### config.mk
export PLATFORM = sky130hd
export DESIGN_NAME = vask_ctrl
export DESIGN_NICKNAME = d
export VERILOG_FILES = /design/src/design/vask_pkg.sv /design/src/design/vask_ctrl.sv
export SDC_FILE = /design/constraint.sdc
export NUM_CORES = 1
export LEC_CHECK = 0
export BUFFER_PORTS_ARGS = -buffer_cell sky130_fd_sc_hd__buf_2
export CAP_MARGIN = 40
export CORE_MARGIN = 2
export CORE_UTILIZATION = 35
export CTS_CLUSTER_DIAMETER = 80
export DETAILED_ROUTE_END_ITERATION = 12
export SETUP_SLACK_MARGIN = 0.4
export SYNTH_ARGS = -nofsm -noshare
export SYNTH_HDL_FRONTEND = slang
export SYNTH_SLANG_ARGS = --single-unit
### constraint.sdc
create_clock -name clk -period 1.8 [get_ports clk]
set_clock_uncertainty 0.1 [all_clocks]
set_input_delay 0.27 -clock clk [delete_from_list [all_inputs] [get_ports clk]]
set_output_delay 0.27 -clock clk [all_outputs]
set_load 0.02 [all_outputs]
### src/design/vask_pkg.sv
package vask_pkg;

    localparam int SAMPLE_WIDTH_DEF = 24;
    localparam int STATE_WIDTH_DEF  = 32;
    localparam int CQ               = 20;
    localparam int CFG_DATA_WIDTH   = 23;
    localparam int CFG_IDX_WIDTH    = 3;
    localparam int COEF_WIDTH       = 24;

    localparam logic [CFG_IDX_WIDTH-1:0] REG_G     = 3'd0;
    localparam logic [CFG_IDX_WIDTH-1:0] REG_LB    = 3'd1;
    localparam logic [CFG_IDX_WIDTH-1:0] REG_HB    = 3'd2;
    localparam logic [CFG_IDX_WIDTH-1:0] REG_ALPHA = 3'd3;
    localparam logic [CFG_IDX_WIDTH-1:0] REG_RES   = 3'd4;
    localparam logic [CFG_IDX_WIDTH-1:0] REG_SAT   = 3'd5;

    localparam logic [20:0] G_RESET     = 21'd69846;
    localparam logic [21:0] LB_RESET    = 22'd913543;
    localparam logic [20:0] HB_RESET    = 21'h1110D1; // -978735
    localparam logic [21:0] ALPHA_RESET = 22'd1118087;
    localparam logic [21:0] RES_RESET   = 22'd1048576;
    localparam logic [21:0] RES_MIN     = 22'd210;

    // datapath micro-operations
    typedef enum logic [3:0] {
        OP_NONE,
        OP_LOAD,     // acc <= sext(sample)
        OP_SUB_A,    // t <= sat(acc - state a)
        OP_MUL,      // acc (or s with keep) <= mulc(t, acc or a state, coef)
        OP_FIN1,     // y1 and state update of section one
        OP_FIN2,     // y and second state
        OP_FIN3,     // highpass state
        OP_ADD_S,    // acc <= sat(y1 + s)
        OP_CLIP,     // soft clip (multi-cycle)
        OP_OUT
    } op_t;

    typedef enum logic [2:0] {
        SRC_ACC, SRC_T, SRC_S1, SRC_S2, SRC_SH
    } src_t;

    typedef enum logic [2:0] {
        CO_G, CO_LB, CO_HB, CO_ALPHA, CO_RES, CO_SAT
    } coef_sel_t;

    typedef struct packed {
        op_t       op;
        src_t      src;
        coef_sel_t coef;
        logic      keep;   // mul result to s register instead of acc
        logic      add_s;  // add mul result to s
    } dp_cmd_t;

    typedef struct packed {
        logic clip_done;
    } dp_status_t;

endpackage

### src/design/vask_ctrl.sv
module vask_ctrl (
    input  logic                  clk,
    input  logic                  rst_n,
    input  logic                  in_valid,
    output logic                  in_ready,
    output logic                  out_valid,
    input  logic                  out_ready,
    input  logic                  sat_on,
    input  vask_pkg::dp_status_t  status,
    output vask_pkg::dp_cmd_t     cmd
);
    import vask_pkg::*;

    typedef enum logic [4:0] {
        S_IDLE, S_SUB1, S_MUL1, S_W1, S_FIN1,
        S_MHB, S_WHB, S_MLB, S_WLB, S_ADDS, S_MALP, S_WALP,
        S_MSAT, S_WSAT, S_CLIP, S_WCLIP,
        S_SUB2, S_MUL2, S_W2, S_FIN2,
        S_MRES, S_WRES, S_SUB3, S_MUL3, S_W3, S_FIN3
    } state_t;

    state_t state_reg;
    logic   out_valid_reg;

    always_ff @(posedge clk or negedge rst_n)
    begin
        if (!rst_n)
        begin
            state_reg     <= S_IDLE;
            out_valid_reg <= 1'b0;
        end
        else
        begin
            if (out_valid_reg && out_ready)
                out_valid_reg <= 1'b0;
            case (state_reg)
                S_IDLE:  if (in_valid && in_ready) state_reg <= S_SUB1;
                S_SUB1:  state_reg <= S_MUL1;
                S_MUL1:  state_reg <= S_W1;
                S_W1:    state_reg <= S_FIN1;
                S_FIN1:  state_reg <= S_MHB;
                S_MHB:   state_reg <= S_WHB;
                S_WHB:   state_reg <= S_MLB;
                S_MLB:   state_reg <= S_WLB;
                S_WLB:   state_reg <= S_ADDS;
                S_ADDS:  state_reg <= S_MALP;
                S_MALP:  state_reg <= S_WALP;
                S_WALP:  state_reg <= sat_on ? S_MSAT : S_SUB2;
                S_MSAT:  state_reg <= S_WSAT;
                S_WSAT:  state_reg <= S_CLIP;
                S_CLIP:  state_reg <= S_WCLIP;
                S_WCLIP: if (status.clip_done) state_reg <= S_SUB2;
                S_SUB2:  state_reg <= S_MUL2;
                S_MUL2:  state_reg <= S_W2;
                S_W2:    state_reg <= S_FIN2;
                S_FIN2:  state_reg <= S_MRES;
                S_MRES:  state_reg <= S_WRES;
                S_WRES:  state_reg <= S_SUB3;
                S_SUB3:  state_reg <= S_MUL3;
                S_MUL3:  state_reg <= S_W3;
                S_W3:    state_reg <= S_FIN3;
                S_FIN3:
                begin
                    state_reg     <= S_IDLE;
                    out_valid_reg <= 1'b1;
                end
                default: state_reg <= S_IDLE;
            endcase
        end
    end

    // next item may enter while the result waits, as long as the result is taken in the same cycle
    assign in_ready  = (state_reg == S_IDLE) && (!out_valid_reg || out_ready);
    assign out_valid = out_valid_reg;

    always_comb
    begin
        cmd = '{op: OP_NONE, src: SRC_ACC, coef: CO_G, keep: 1'b0, add_s: 1'b0};
        case (state_reg)
            S_IDLE:  if (in_valid && in_ready) cmd.op = OP_LOAD;
            S_SUB1:  begin cmd.op = OP_SUB_A; cmd.src = SRC_S1; end
            S_MUL1:  begin cmd.op = OP_MUL; cmd.src = SRC_T; cmd.coef = CO_G; end
            S_FIN1:  cmd.op = OP_FIN1;
            S_MHB:   begin cmd.op = OP_MUL; cmd.src = SRC_SH; cmd.coef = CO_HB;
                           cmd.keep = 1'b1; end
            S_MLB:   begin cmd.op = OP_MUL; cmd.src = SRC_S2; cmd.coef = CO_LB;
                           cmd.keep = 1'b1; cmd.add_s = 1'b1; end
            S_ADDS:  cmd.op = OP_ADD_S;
            S_MALP:  begin cmd.op = OP_MUL; cmd.src = SRC_ACC; cmd.coef = CO_ALPHA; end
            S_MSAT:  begin cmd.op = OP_MUL; cmd.src = SRC_ACC; cmd.coef = CO_SAT; end
            S_CLIP:  cmd.op = OP_CLIP;
            S_SUB2:  begin cmd.op = OP_SUB_A; cmd.src = SRC_S2; end
            S_MUL2:  begin cmd.op = OP_MUL; cmd.src = SRC_T; cmd.coef = CO_G; end
            S_FIN2:  cmd.op = OP_FIN2;
            S_MRES:  begin cmd.op = OP_MUL; cmd.src = SRC_ACC; cmd.coef = CO_RES; end
            S_SUB3:  begin cmd.op = OP_SUB_A; cmd.src = SRC_SH; end
            S_MUL3:  begin cmd.op = OP_MUL; cmd.src = SRC_T; cmd.coef = CO_G; end
            S_FIN3:  cmd.op = OP_FIN3;
            default: ;
        endcase
    end

endmodule
==> results.cfg <==
[floorplanning]
die_w_um = 49.2
die_area_mm2 = 0.00242
io_pins = 20
core_area_mm2 = 0.00194
start_util = 0.368
die_y_um = 49.2
row_count = 16

[setup_path]
crit_chain = or2b_1 -> buf_4 -> mux2i_1 -> nand2b_1 -> a21oi_2 -> buf_4
crit_arrival_ns = 1.58
required_ns = 1.43
cp-start-kind = register
crit_slowest_cell = dfrtp_2
crit_fanout = 7
end_kind = primary output
critical_path_class = reg2out
crit_path_max_incr_delay_ns = 0.46
cp.buffers_inverters = 2
cp_top_family = flip-flops
crit_top_cell = buf_4

[cells_and_area]
multi_input_area_um2 = 677
fillers = 162
fin_nets = 146
largest_reg_flops = 5
finish.utilization = 0.672
drive_gt1_frac = 0.572
fin_cells = 165
layout_commonest_cell = buf_4
syn2layout_area_growth_pct = 82.7
post-route-cell-area_mm2 = 0.00131
final_cell_mix = 17 x buf_4, 16 x buf_6, 9 x nor2_1
diodes = 0
register_area_um2 = 155

[global_routing]
grt.total_usage = 0.181
grt_pass1_vias = 810
grt_pass1_wl_mm = 3.48
grt_overflow_total = 0
grt_max_degree = 16
antenna_found_initial = 0

[detailed_routing]
vias_per_cell = 5.31
drt_wl_total_mm = 2.18
ant_nets = 0
drc = 0
first_iter_violations = 14
wl_per_cell_um = 13.2
drt_first_pass_iters = 4
vias = 876

[clock_network]
path_clk_slew_ns = 0.05
ctsHtreeMaxLevel = 1
cts.sinks = 6
clock_latency_ns = 0.24
clockBufferDepth = 2
cts_tree = yes
cts_inserted_buffers = 3
root_buffer = clkbuf_4

[timing]
relSlewSlack = 0.829
setup_tns_ns = -0.895
rsz0062_at_grt = true
max_freq_mhz = 513
min_period_ns = 1.95
hold_violations = 0
setup_ws_ns = -0.150
setup_viol = 10
maxSlewViolCount = 0
period_share = 1.08
tightest_slew_ns = 0.255

[run_status]
status = finished with violations
violations = setup timing

[pwr]
p_int_mw = 1.57
clkPwrFrac = 0.042
p_leak_nw = 0.551
cellPowerDensity_mw_per_mm2 = 2260
vdd_drop_max_uv = 1220
comb_power_share = 0.847
p_switching_mw = 1.38
swShare = 0.467
power_frac_seq = 0.111

[run]
cap_violations = 0

[place]
place_inst = 154
dpl-instance-area_um2 = 972
dp_hpwl_mm = 1.41
gp_congestion = 0.798
io_buffers = 19

[synth]
synthArstFlopShare = 1.00
syn-cell-area_um2 = 714
synth_cell_types = 37
syn-num-nets = 109
synth_flop_cell = dfrtp_1
yosys_register_bits = 6
syn_area_per_cell_um2 = 6.94
synth_edf_count = 0
yosysWarnings = 0
synthCells = 103
seq_area_frac_synth = 0.210

[hold_path]
hold_path.class = in2reg
## synth_stat cells (2+ instances only)
master | instances | area (µm²)
buf_2 | 7 | 35.0
buf_4 | 2 | 15.0
o21ai_0 | 7 | 35.0
buf_6 | 2 | 22.5
dfrtp_1 | 6 | 150
nand2_1 | 9 | 33.8
xnor2_1 | 2 | 17.5
nor3_1 | 6 | 30.0
a21oi_1 | 11 | 55.1
nor2b_1 | 2 | 12.5
nand2b_1 | 8 | 50.1
nand3_1 | 3 | 15.0
nand3b_1 | 2 | 15.0
nor2_1 | 11 | 41.3
a31oi_1 | 3 | 18.8
## cells by family after synthesis
logic type,after synthesis,synth area share
simple gates,51,0.382
mux,2,0.0298
compound gates,29,0.235
buf+inv,12,0.107
xor+xnor,3,0.0368
flops,6,0.210
## power groups by stage
stage	clock network [mW]	logic [mW]	registers, mW
6_report	0.123	2.49	0.327
4_1_cts	0.129	2.17	0.317
3_3_place_gp	0	1.70	0.308
2_1_floorplan	0	1.36	0.235
3_5_place_dp	0	1.72	0.314
5_1_grt	0.144	2.66	0.337
## cell type report
class                   instances  area share
flip-flops and latches          6       0.119
inverters                       1     0.00288
multi-input cells              85       0.519
well taps                      27      0.0259
clock buffers                   3      0.0173
repair buffers                 43       0.316
## routing by layer
| layer | share of wire | GRT usage |
|---|---|---|
| met1 | 0.43 | 0.208 |
| met2 | 0.53 | 0.333 |
| met3 | 0.029 | 0.0429 |
| met4 | 0.0064 | 0.0429 |
| met5 | 0 | 0 |
## metrics by stage
step | total power [mW] | hold slack [ns] | setup WS (ns)
6_report | 2.94 | 0.262 | -0.150
5_1_grt | 3.14 | 0.276 | -0.238
4_1_cts | 2.62 | 0.266 | -0.135
3_5_place_dp | 2.03 | 0.00213 | 0.0295
3_3_place_gp | 2.01 | 0.00151 | 0.0547
2_1_floorplan | 1.60 | -0.126 | 0.197
## final timing paths
path / slack, ns / endpoint / from / cells after the start
max in group asynchronous: 1.15 / state_reg[1]$_DFFE_PN0P_ / rst_n / 2
max: -0.15 / cmd[5] / state_reg[0]$_DFFE_PN0P_ / 6
max reg2reg: 0.34 / state_reg[2]$_DFFE_PN0P_ / state_reg[2]$_DFFE_PN0P_ / 5
min in group asynchronous: 0.29 / state_reg[3]$_DFFE_PN0P_ / rst_n / 2
min: 0.26 / out_valid$_DFFE_PN0P_ / out_ready / 3
min reg2reg: 0.45 / out_valid$_DFFE_PN0P_ / out_valid$_DFFE_PN0P_ / 2
## what timing repair did
action                     in CTS  in global routing
hold buffers                    1                  0
gates resized for setup        38                 20
buffers inserted                4                  2
pin swaps                       6                  9
cloned                          0                  1
hold endpoints to repair        6                  0
setup endpoints to repair      18                 17
## worst reg2reg max path: cells and delay by family, from the launching register on
kind,cells,cell delay (ns)
buffers and inverters,1,0.13
DFF,1,0.47
AOI/OAI and AO/OA,2,0.19
and+or+nand+nor,2,0.49
Note: power is estimated with default switching activity, not from simulation.
